$ cat src/design/prt_pkg.sv
`timescale 1ns / 1ps
// ----------------------------------------------------------------------------
// prt_pkg: shared types and constants for the point record table
// Request codes, status codes and the controller/datapath command and status structs.
// ----------------------------------------------------------------------------
package prt_pkg;

    localparam int TableDepth = 16;
    localparam int IdxW       = $clog2(TableDepth);
    localparam int CntW       = $clog2(TableDepth + 1);

    localparam logic [2:0] REQ_INSERT   = 3'd0;
    localparam logic [2:0] REQ_DEL_NAME = 3'd1;
    localparam logic [2:0] REQ_DEL_XY   = 3'd2;
    localparam logic [2:0] REQ_FND_NAME = 3'd3;
    localparam logic [2:0] REQ_FND_XY   = 3'd4;
    localparam logic [2:0] REQ_RANGE    = 3'd5;

    localparam logic [1:0] ST_OK      = 2'd0;
    localparam logic [1:0] ST_MISS    = 2'd1;
    localparam logic [1:0] ST_FULL    = 2'd2;
    localparam logic [1:0] ST_INVALID = 2'd3;

    typedef struct packed {
        logic             load_req;
        logic             clr_idx;
        logic             inc_idx;
        logic             do_insert;
        logic             do_remove;
        logic             rewind_idx;
        logic             load_out;
        logic [1:0]       out_status;
        logic             out_rec;
        logic             out_last;
    } prt_cmd_t;

    typedef struct packed {
        logic [2:0]       req_type;
        logic             full;
        logic             scan_done;
        logic             hit;
        logic             pend_valid;
        logic             any_hit;
        logic             out_busy;
    } prt_stat_t;

endpackage

$ cat src/design/point_record_table.sv
`timescale 1ns / 1ps
// ----------------------------------------------------------------------------
// point_record_table: bounded table of named points, newest first
//
//   channel | dir | tdata (low bit up)                          | tuser
//   s_axis  | in  | req_type, key_name, coord_x, coord_y, radius| -
//   m_axis  | out | status, rec_name, rec_x, rec_y              | - (tlast=last)
//
// Insert and invalid requests are answered from the decode state; other requests
// scan one slot per cycle while m_axis is not stalled, through the single-slot
// compare and square pipeline. aresetn clears the table count and valid bits.
// A range hit is held until the next hit or the scan end fixes tlast.
// A stalled m_axis rewinds the scan to the pending slot; s_axis is taken once
// the request finishes.
// ----------------------------------------------------------------------------
module point_record_table (
    input  logic         aclk,
    input  logic         aresetn,
    input  logic         s_axis_tvalid,
    output logic         s_axis_tready,
    input  logic [119:0] s_axis_tdata,   // req_type, key_name, coord_x, coord_y, radius
    output logic         m_axis_tvalid,
    input  logic         m_axis_tready,
    output logic [103:0] m_axis_tdata,   // status, rec_name, rec_x, rec_y
    output logic         m_axis_tlast
);

    prt_pkg::prt_cmd_t  cmd;
    prt_pkg::prt_stat_t stat;
    logic [1:0]         st;
    logic [63:0]        nm;
    logic signed [15:0] rx, ry;

    prt_ctrl u_ctrl (
        .aclk     (aclk),
        .aresetn  (aresetn),
        .in_valid (s_axis_tvalid),
        .in_ready (s_axis_tready),
        .stat     (stat),
        .cmd      (cmd)
    );

    prt_datapath u_dp (
        .aclk     (aclk),
        .aresetn  (aresetn),
        .cmd      (cmd),
        .stat     (stat),
        .req_type (s_axis_tdata[2:0]),
        .key_name (s_axis_tdata[66:3]),
        .coord_x  (s_axis_tdata[82:67]),
        .coord_y  (s_axis_tdata[98:83]),
        .radius   (s_axis_tdata[114:99]),
        .o_status (st),
        .o_name   (nm),
        .o_x      (rx),
        .o_y      (ry),
        .o_last   (m_axis_tlast),
        .o_valid  (m_axis_tvalid),
        .o_ready  (m_axis_tready)
    );

    assign m_axis_tdata = {6'd0, ry, rx, nm, st};

endmodule

$ cat src/design/prt_datapath.sv
`timescale 1ns / 1ps
// ----------------------------------------------------------------------------
// prt_datapath: table storage, scan pointer, match and distance pipeline
// Holds the packed entries, compares one slot per cycle unless a stalled output
// rewinds the scan, and drives the result register.
// ----------------------------------------------------------------------------
module prt_datapath (
    input  logic                aclk,
    input  logic                aresetn,
    input  prt_pkg::prt_cmd_t   cmd,
    output prt_pkg::prt_stat_t  stat,
    input  logic [2:0]          req_type,
    input  logic [63:0]         key_name,
    input  logic signed [15:0]  coord_x,
    input  logic signed [15:0]  coord_y,
    input  logic [15:0]         radius,
    output logic [1:0]          o_status,
    output logic [63:0]         o_name,
    output logic signed [15:0]  o_x,
    output logic signed [15:0]  o_y,
    output logic                o_last,
    output logic                o_valid,
    input  logic                o_ready
);

    localparam int D = prt_pkg::TableDepth;
    localparam int IW = prt_pkg::IdxW;
    localparam int CW = prt_pkg::CntW;

    logic [63:0]        name_reg [D];
    logic signed [15:0] x_reg    [D];
    logic signed [15:0] y_reg    [D];
    logic [D-1:0]       valid_reg;
    logic [CW-1:0]      count_reg;

    logic [2:0]         rq_type_reg;
    logic [63:0]        rq_name_reg;
    logic signed [15:0] rq_x_reg, rq_y_reg;
    logic [31:0]        r2_reg;
    logic [CW-1:0]      idx_reg, idx_next;

    // one-stage pipeline: squares registered, then compared
    logic               pend_reg;
    logic [IW-1:0]      pidx_reg;
    logic [33:0]        dx2_reg, dy2_reg;
    logic               peq_reg;
    // held hit: first match, or newest range hit not yet sent
    logic               hit_reg;
    logic [IW-1:0]      hidx_reg;

    logic [1:0]         ost_reg;
    logic [63:0]        oname_reg;
    logic signed [15:0] ox_reg, oy_reg;
    logic               olast_reg, ovalid_reg;

    logic [IW-1:0]      cur;
    logic signed [16:0] dx, dy;
    logic               eq_now, pmatch, by_name, is_range;

    assign cur      = idx_reg[IW-1:0];
    assign by_name  = (rq_type_reg == prt_pkg::REQ_DEL_NAME) ||
                      (rq_type_reg == prt_pkg::REQ_FND_NAME);
    assign is_range = (rq_type_reg == prt_pkg::REQ_RANGE);
    assign dx       = 17'(rq_x_reg) - 17'(x_reg[cur]);
    assign dy       = 17'(rq_y_reg) - 17'(y_reg[cur]);
    assign eq_now   = by_name ? (name_reg[cur] == rq_name_reg)
                              : (x_reg[cur] == rq_x_reg && y_reg[cur] == rq_y_reg);
    assign pmatch   = is_range ? ((35'(dx2_reg) + 35'(dy2_reg)) <= 35'(r2_reg))
                               : peq_reg;
    assign idx_next = cmd.clr_idx    ? '0 :
                      cmd.rewind_idx ? CW'(pidx_reg) :
                      (cmd.inc_idx ? idx_reg + 1'b1 : idx_reg);

    always_ff @(posedge aclk) begin
        if (!aresetn) begin
            valid_reg  <= '0;
            count_reg  <= '0;
            pend_reg   <= 1'b0;
            hit_reg    <= 1'b0;
            ovalid_reg <= 1'b0;
            idx_reg    <= '0;
        end else begin
            idx_reg  <= idx_next;
            pend_reg <= cmd.inc_idx;
            if (cmd.clr_idx) begin
                hit_reg  <= 1'b0;
            end else if (pend_reg && pmatch && !hit_reg) begin
                hit_reg  <= 1'b1;
                hidx_reg <= pidx_reg;
            end else if (pend_reg && pmatch && cmd.load_out) begin
                hidx_reg <= pidx_reg;
            end
            if (cmd.do_insert) begin
                valid_reg[count_reg[IW-1:0]] <= 1'b1;
                count_reg <= count_reg + 1'b1;
            end
            if (cmd.do_remove) begin
                valid_reg[IW'(count_reg - 1'b1)] <= 1'b0;
                count_reg <= count_reg - 1'b1;
            end
            if (cmd.load_out)
                ovalid_reg <= 1'b1;
            else if (o_ready)
                ovalid_reg <= 1'b0;
        end
    end

    always_ff @(posedge aclk) begin
        if (cmd.load_req) begin
            rq_type_reg <= req_type;
            rq_name_reg <= key_name;
            rq_x_reg    <= coord_x;
            rq_y_reg    <= coord_y;
            r2_reg      <= radius * radius;
        end
        pidx_reg <= cur;
        dx2_reg  <= 34'(dx * dx);
        dy2_reg  <= 34'(dy * dy);
        peq_reg  <= eq_now;
        if (cmd.do_insert) begin
            for (int i = D - 1; i > 0; i--) begin
                name_reg[i] <= name_reg[i-1];
                x_reg[i]    <= x_reg[i-1];
                y_reg[i]    <= y_reg[i-1];
            end
            name_reg[0] <= rq_name_reg;
            x_reg[0]    <= rq_x_reg;
            y_reg[0]    <= rq_y_reg;
        end
        if (cmd.do_remove) begin
            for (int i = 0; i < D - 1; i++) begin
                if (IW'(i) >= hidx_reg) begin
                    name_reg[i] <= name_reg[i+1];
                    x_reg[i]    <= x_reg[i+1];
                    y_reg[i]    <= y_reg[i+1];
                end
            end
        end
        if (cmd.load_out) begin
            ost_reg   <= cmd.out_status;
            olast_reg <= cmd.out_last;
            if (cmd.out_rec) begin
                oname_reg <= cmd.do_insert ? rq_name_reg : name_reg[hidx_reg];
                ox_reg    <= cmd.do_insert ? rq_x_reg : x_reg[hidx_reg];
                oy_reg    <= cmd.do_insert ? rq_y_reg : y_reg[hidx_reg];
            end else begin
                oname_reg <= '0;
                ox_reg    <= '0;
                oy_reg    <= '0;
            end
        end
    end

    assign stat.req_type   = rq_type_reg;
    assign stat.full       = (count_reg == CW'(D));
    assign stat.scan_done  = (idx_reg >= count_reg);
    assign stat.hit        = pmatch;
    assign stat.pend_valid = pend_reg;
    assign stat.any_hit    = hit_reg;
    assign stat.out_busy   = ovalid_reg && !o_ready;

    assign o_status = ost_reg;
    assign o_name   = oname_reg;
    assign o_x      = ox_reg;
    assign o_y      = oy_reg;
    assign o_last   = olast_reg;
    assign o_valid  = ovalid_reg;

    a_cnt_valid: assert property (@(posedge aclk) disable iff (!aresetn)
        $countones(valid_reg) == 32'(count_reg))
        else $error("valid bits disagree with count");
    a_no_insert_full: assert property (@(posedge aclk) disable iff (!aresetn)
        cmd.do_insert |-> count_reg < CW'(D)) else $error("insert into full table");
    a_no_remove_empty: assert property (@(posedge aclk) disable iff (!aresetn)
        cmd.do_remove |-> count_reg != '0) else $error("remove from empty table");
    a_count_range: assert property (@(posedge aclk) disable iff (!aresetn)
        count_reg <= CW'(D)) else $error("count out of range");

endmodule

$ cat src/design/prt_ctrl.sv
`timescale 1ns / 1ps
// ----------------------------------------------------------------------------
// prt_ctrl: request sequencer for the point record table
// Decodes a request, runs the slot scan and issues result transactions.
// ----------------------------------------------------------------------------
module prt_ctrl (
    input  logic                aclk,
    input  logic                aresetn,
    input  logic                in_valid,
    output logic                in_ready,
    input  prt_pkg::prt_stat_t  stat,
    output prt_pkg::prt_cmd_t   cmd
);

    localparam logic [2:0] S_IDLE   = 3'd0;
    localparam logic [2:0] S_DECODE = 3'd1;
    localparam logic [2:0] S_SCAN   = 3'd2;
    localparam logic [2:0] S_FINISH = 3'd3;

    logic [2:0] state_reg, state_next;
    logic       is_range, is_del, next_hit;

    assign is_range = (stat.req_type == prt_pkg::REQ_RANGE);
    assign is_del   = (stat.req_type == prt_pkg::REQ_DEL_NAME) ||
                      (stat.req_type == prt_pkg::REQ_DEL_XY);
    assign next_hit = stat.pend_valid && stat.hit && stat.any_hit;
    assign in_ready = (state_reg == S_IDLE) && !stat.out_busy;

    always_comb begin
        cmd        = '0;
        state_next = state_reg;
        unique case (state_reg)
            S_IDLE: begin
                if (in_valid && in_ready) begin
                    cmd.load_req = 1'b1;
                    cmd.clr_idx  = 1'b1;
                    state_next   = S_DECODE;
                end
            end
            S_DECODE: begin
                if (!stat.out_busy) begin
                    if (stat.req_type == prt_pkg::REQ_INSERT) begin
                        cmd.load_out = 1'b1;
                        cmd.out_last = 1'b1;
                        if (stat.full) begin
                            cmd.out_status = prt_pkg::ST_FULL;
                        end else begin
                            cmd.do_insert  = 1'b1;
                            cmd.out_status = prt_pkg::ST_OK;
                            cmd.out_rec    = 1'b1;
                        end
                        state_next = S_IDLE;
                    end else if (stat.req_type > prt_pkg::REQ_RANGE) begin
                        cmd.load_out   = 1'b1;
                        cmd.out_last   = 1'b1;
                        cmd.out_status = prt_pkg::ST_INVALID;
                        state_next     = S_IDLE;
                    end else begin
                        state_next = S_SCAN;
                    end
                end
            end
            S_SCAN: begin
                if (is_range) begin
                    // a new hit releases the held one; tlast is decided at scan end
                    if (next_hit && stat.out_busy) begin
                        // output stalled: rewind to the pending slot and replay it
                        cmd.rewind_idx = 1'b1;
                    end else begin
                        if (next_hit) begin
                            cmd.load_out   = 1'b1;
                            cmd.out_rec    = 1'b1;
                            cmd.out_status = prt_pkg::ST_OK;
                        end
                        if (stat.scan_done)
                            state_next = S_FINISH;
                        else
                            cmd.inc_idx = 1'b1;
                    end
                end else begin
                    if (stat.any_hit || (stat.pend_valid && stat.hit) || stat.scan_done)
                        state_next = S_FINISH;
                    else
                        cmd.inc_idx = 1'b1;
                end
            end
            S_FINISH: begin
                if (!stat.out_busy) begin
                    cmd.load_out = 1'b1;
                    cmd.out_last = 1'b1;
                    if (stat.any_hit) begin
                        cmd.out_status = prt_pkg::ST_OK;
                        cmd.out_rec    = 1'b1;
                        cmd.do_remove  = is_del;
                    end else begin
                        cmd.out_status = prt_pkg::ST_MISS;
                    end
                    state_next = S_IDLE;
                end
            end
            default: state_next = S_IDLE;
        endcase
    end

    always_ff @(posedge aclk) begin
        if (!aresetn) state_reg <= S_IDLE;
        else          state_reg <= state_next;
    end

    a_one_op: assert property (@(posedge aclk) disable iff (!aresetn)
        !(cmd.do_insert && cmd.do_remove)) else $error("insert and remove together");
    a_load_free: assert property (@(posedge aclk) disable iff (!aresetn)
        cmd.load_out |-> !stat.out_busy) else $error("result overwritten");
    a_accept_idle: assert property (@(posedge aclk) disable iff (!aresetn)
        cmd.load_req |=> state_reg == S_DECODE) else $error("bad accept");

endmodule
$ cat config.mk
export PLATFORM = sky130hd
export DESIGN_NAME = point_record_table
export DESIGN_NICKNAME = d
export VERILOG_FILES = /design/src/design/prt_pkg.sv /design/src/design/point_record_table.sv /design/src/design/prt_datapath.sv /design/src/design/prt_ctrl.sv
export SDC_FILE = /design/constraint.sdc
export NUM_CORES = 2
export LEC_CHECK = 0
export ABC_AREA = 0
export BUFFER_PORTS_ARGS = -buffer_cell sky130_fd_sc_hd__buf_4
export CAP_MARGIN = 20
export CORE_MARGIN = 3
export CORE_UTILIZATION = 45
export CTS_BUF_LIST = sky130_fd_sc_hd__clkbuf_4 sky130_fd_sc_hd__clkbuf_8
export DETAILED_ROUTE_END_ITERATION = 12
export GPL_TIMING_DRIVEN = 0
export PLACE_DENSITY = 0.62
export SYNTH_ARGS = -nofsm -noshare
export SYNTH_HDL_FRONTEND = slang
export SYNTH_HIERARCHICAL = 1
export SYNTH_SLANG_ARGS = --single-unit
$ cat constraint.sdc
create_clock -name aclk -period 43.6 [get_ports aclk]
set_input_delay 2.18 -clock aclk [delete_from_list [all_inputs] [get_ports aclk]]
set_output_delay 2.18 -clock aclk [all_outputs]
set_load 0.02 [all_outputs]
Word level (Yosys, flattened, before mapping) --
Memory sizes are Yosys's and may differ from the RTL's. A register that Yosys moved wholly into a read port is not among the register bits. Index checks and enable logic that the tools add are counted.
Storage, ports and cells: bits in registers 323, bits in writable memories 1536, bits of input ports 124, memories 3
Memory list:
- u_dp.name_reg | words 16, width 64, read ports 18, clocked after memory_dff 2, write ports 16, RTL line prt_datapath.sv:30 | logic [63:0] name_reg [D];
- u_dp.x_reg | words 16, width 16, read ports 18, clocked after memory_dff 2, write ports 16, RTL line prt_datapath.sv:31 | logic signed [15:0] x_reg [D];
- u_dp.y_reg | words 16, width 16, read ports 18, clocked after memory_dff 2, write ports 16, RTL line prt_datapath.sv:32 | logic signed [15:0] y_reg [D];
Operators by class: $add $sub $neg 6, multipliers 3, order comparisons 18, equal/unequal tests 17, mux-type cells 154, bitwise logic cells 47, reduce and logical (&&, ||, !) cells 26
Operator list (count):
- two-way mux 64 bit | 16
- two-way mux 16 bit | 32
- two-way mux 1 bit | 69
- multiplier 17 x 17 -> 34 bit | 2
- equality test 64 bit | 1
- two-way mux 4 bit | 15
- bitwise OR 1 bit | 45
- adder 34 x 34 -> 35 bit | 1
- less-or-equal comparator 35 x 32 -> 1 bit | 1
- subtractor 16 x 16 -> 17 bit | 2
- equality test 16 bit | 2
- multiplier 16 x 16 -> 32 bit | 1
- >= comparator 4 bit, first input constant | 7
- two-way mux 3 bit | 9
- two-way mux 5 bit | 5
- >= comparator 3 x 4 -> 1 bit, first input constant | 4
- equality test 3 x 2 -> 1 bit, second input constant | 4
- case mux 3 bit (4 select lines) | 1
- case mux 4 bit (3 select lines) | 1
- adder 5 x 1 -> 5 bit, second input constant | 2
- two-way mux 2 bit | 5
- logical AND 1 bit | 9
- >= comparator 1 x 4 -> 1 bit, first input constant | 2
- >= comparator 2 x 4 -> 1 bit, first input constant | 2
- 19 further kinds | 33

Depth between registers and ports, before layout --
depth in word-level cells 13, depth in mapped cells 43

Hierarchy --
Netlist, hierarchy kept.
By module, submodules not included:
- prt_datapath | instances 1, cells an instance 9288, area each 128907.4 um2, sequential area each 54962.7 um2
- prt_ctrl | instances 1, cells an instance 44, area each 320.3 um2, sequential area each 40.0 um2
- point_record_table | instances 1, cells an instance 7, area each 48.8 um2, sequential area each 0.0 um2

Worst setup path after synthesis --
Ideal clock, no wire load.
path type input-to-reg, start input m_axis_tready, end memory u_dp.name_reg[6][0] (enable), library setup time 0.571 ns, arrival time 17.474 ns, data required time 43.029 ns, slack 25.555 ns, stages on the path 7, path through nor2b_1 nand2b_1 buf_2 nor4_1 clkbuf_1 nand2b_1 o21bai_1
RTL lines:
- start: declaration | RTL line point_record_table.sv:23 | input logic m_axis_tready,
- end: declaration | RTL line prt_datapath.sv:30

==> metrics.cfg <==
[run_status]
status = completed

[cts]
cts-buffers-inserted = 351
cts_sinks = 1863
ctsResizeCount = 0
root_buffer = clkbuf_8
clockBufferDepth = 4
cts_tree = done
cts_setup_buffers = 0
h-tree-depth = 5
postCtsHoldBufs = 0
clk_pin_slew_ns = 0.06
clk-insertion-delay-late_ns = 1.12

[final_layout]
layout-drive-gt1-share_pct = 31.49
fin_util_pct = 51.15
finalNetCount = 11320
fill_cells = 24330
syn2layout_area_growth_pct = 12.95
largest_reg_flops = 1024

[sta]
min_period_ns = 15.06
setup_viol = 0
relSlewSlack_pct = 8.258
skew_ns = 0.08456
worst_pin_slew_ns = 1.376
rsz0062_at_grt = no
finalHoldViolations = 0
final.setup.tns_ns = 0
fin_crit_sh_pct = 34.55
slew_violations = 0
max_freq_mhz = 66.39

[synth]
syn_area_sq_um = 129300
ys.warnings.count = 6
async_reset_ff_share_pct = 0
synth_flop_cell = edfxtp_1
synth_cell_types = 86
ys_seq_elements = 1863
synthCells = 9339
synth.area.top_cells = edfxtp_1, mux4_2, fa_1
syn_area_per_cell_sq_um = 13.84
yosysTopAreaCell = edfxtp_1
ys_seq_area_share_pct = 42.55
yosysTopAreaCellShare_pct = 41.09
synth_edf_count = 1769

[floorplanning]
core_area_sq_um = 285500
start_util_pct = 45.29
die_h_um = 542.0
ioPinCount = 231
num_rows = 196
fp.dieW_um = 542.0
die_area_sq_um = 293700

[flow_run]
maxCapViolCount = 0

[routing]
via_per_inst = 6.488
drc = 0
drt-initial-drc-count = 12480
wire_per_inst_um = 35.50
via_count = 91770
wl_um = 502200
drt_pass1_iterations = 5
ant_nets = 0

[setup_path]
worstSetupEndpointType = flop
critical_path_buf_inv_count = 14
worst_ep_arrival_time_ns = 15.91
slowest_stage = clkbuf_1
critPathRequiredTime_ns = 44.45
crit_path_start_kind = flop
cp_max_fo = 14
cp_top_family = buffers and inverters
critPathKind = flop to flop
crit_path_max_incr_delay_ns = 1.02

[grt]
grt_overflow = 0
grt_pass1_vias = 91310
grtUsageTotal_pct = 33.75
grt_max_degree = 76
grt_pass1_wl_um = 695900
antenna_found_initial = 28

[place]
portBuffers = 219
hpwlAfterDp_um = 364100
gp_congestion = 0.9463

[hold_path]
hold_path_class = flop to flop

==> layout make-up <==
| type | count | area [sq um] | share of cell area [%] |
|---|---|---|---|
| tap | 3762 | 4707 | 3.224 |
| sequential | 1863 | 55000 | 37.67 |
| multi-input combinational | 5956 | 68450 | 46.88 |
| clock buffer | 457 | 5708 | 3.909 |
| inverter | 1006 | 3784 | 2.591 |
| clock inverter | 142 | 1018 | 0.6975 |
| antenna | 24 | 60.06 | 0.04113 |
| buffer | 519 | 2280 | 1.561 |
| timing repair buffer | 417 | 5002 | 3.426 |
==> Yosys cell counts (all sizes together) (9+ instances only) <==
master and number:
a221oi 21, o21bai 15, and2 97, ha 376
edfxtp 1769, a22oi 22, a2111oi 9, or2 23
o311ai 9, fa 707, nor2b 123, or3 13
o22ai 12, o21a 20, a21oi 159, inv 1000
xnor2 150, xor2 68, and3 23, o211ai 14
dfxtp 94, buf 208, mux2 1254, o221ai 10
nor2 290, nand4 41, mux4 877, o31ai 12
nor3 42, nand3 49, nand2b 32, nor4 13
o21ai 115, a21o 62, mux2i 208, a211oi 31
a31oi 13, nand2 948, clkbuf 311
==> cell families (layout without fill, tap and decap cells) <==
| kind of cell | count (synthesis) | after routing | share of synthesized area (%) |
|---|---|---|---|
| XOR/XNOR | 218 | 218 | 1.483 |
| flip-flops | 1863 | 1863 | 42.55 |
| AND/OR/NAND/NOR | 1719 | 1719 | 5.886 |
| adder cells (fa/ha/maj) | 1083 | 1083 | 14.59 |
| AO/OA/AOI/OAI | 591 | 591 | 3.019 |
| multiplexers | 2339 | 2339 | 27.82 |
| other | 1 | 30 | 0.002901 |
| buffers and inverters | 1525 | 2541 | 4.654 |
==> worst paths after layout <==
kind,slack (ns),end,cells after the start,start
worst min-delay path,0.43,u_dp/pidx_reg[1],0,u_dp/idx_reg[1]
worst max register to register,28.54,u_dp/dy2_reg[31],38,flop
worst min register to register,0.43,u_dp/pidx_reg[1],0,u_dp/idx_reg[1]
worst max-delay path,28.54,u_dp/dy2_reg[31],38,flop
==> cell usage in the layout (no fill, tap or decap), drive strengths merged, types with 15 or more instances in the layout <==
master	n
dfxtp	94
fa	707
and2	97
mux2i	208
and3	23
a22oi	22
nand2b	32
o21bai	15
clkinv	120
o21a	20
xor2	68
mux4	877
nor2	290
diode	24
nor3	42
a221oi	21
or2	23
xnor2	150
a211oi	31
nand2	948
nand3	49
buf	625
a21o	62
a21oi	159
mux2	1254
ha	376
inv	1004
o21ai	115
edfxtp	1769
clkbuf	768
nor2b	123
nand4	41
==> metrics by stage <==
stage	hold slack, ns	setup WS, ns	cell area (sq um)	cells
after floorplan	0.3784	25.56	129300	9344
after global placement	0.4029	2.292	135600	13330
after detailed placement	0.4100	29.12	139100	13510
after CTS	0.4230	29.04	145800	14110
after global routing	0.4497	28.66	146000	14130
final	0.4303	28.54	146000	14150
==> metal layers <==
metal / track usage, % / share of wire [%] / vias to the layer above / wire, um
met5: 0 / 0.026 / - / 133
met4: 23.34 / 8.5 / 20 / 42620
met3: 10.45 / 13 / 1698 / 62810
met2: 50.46 / 44 / 6699 / 220800
met1: 41.92 / 35 / 47380 / 175800
li1: - / - / 35980 / -
Power is not shown: default switching activity piles up to over one toggle a cycle in this logic, so the estimate is an artifact.
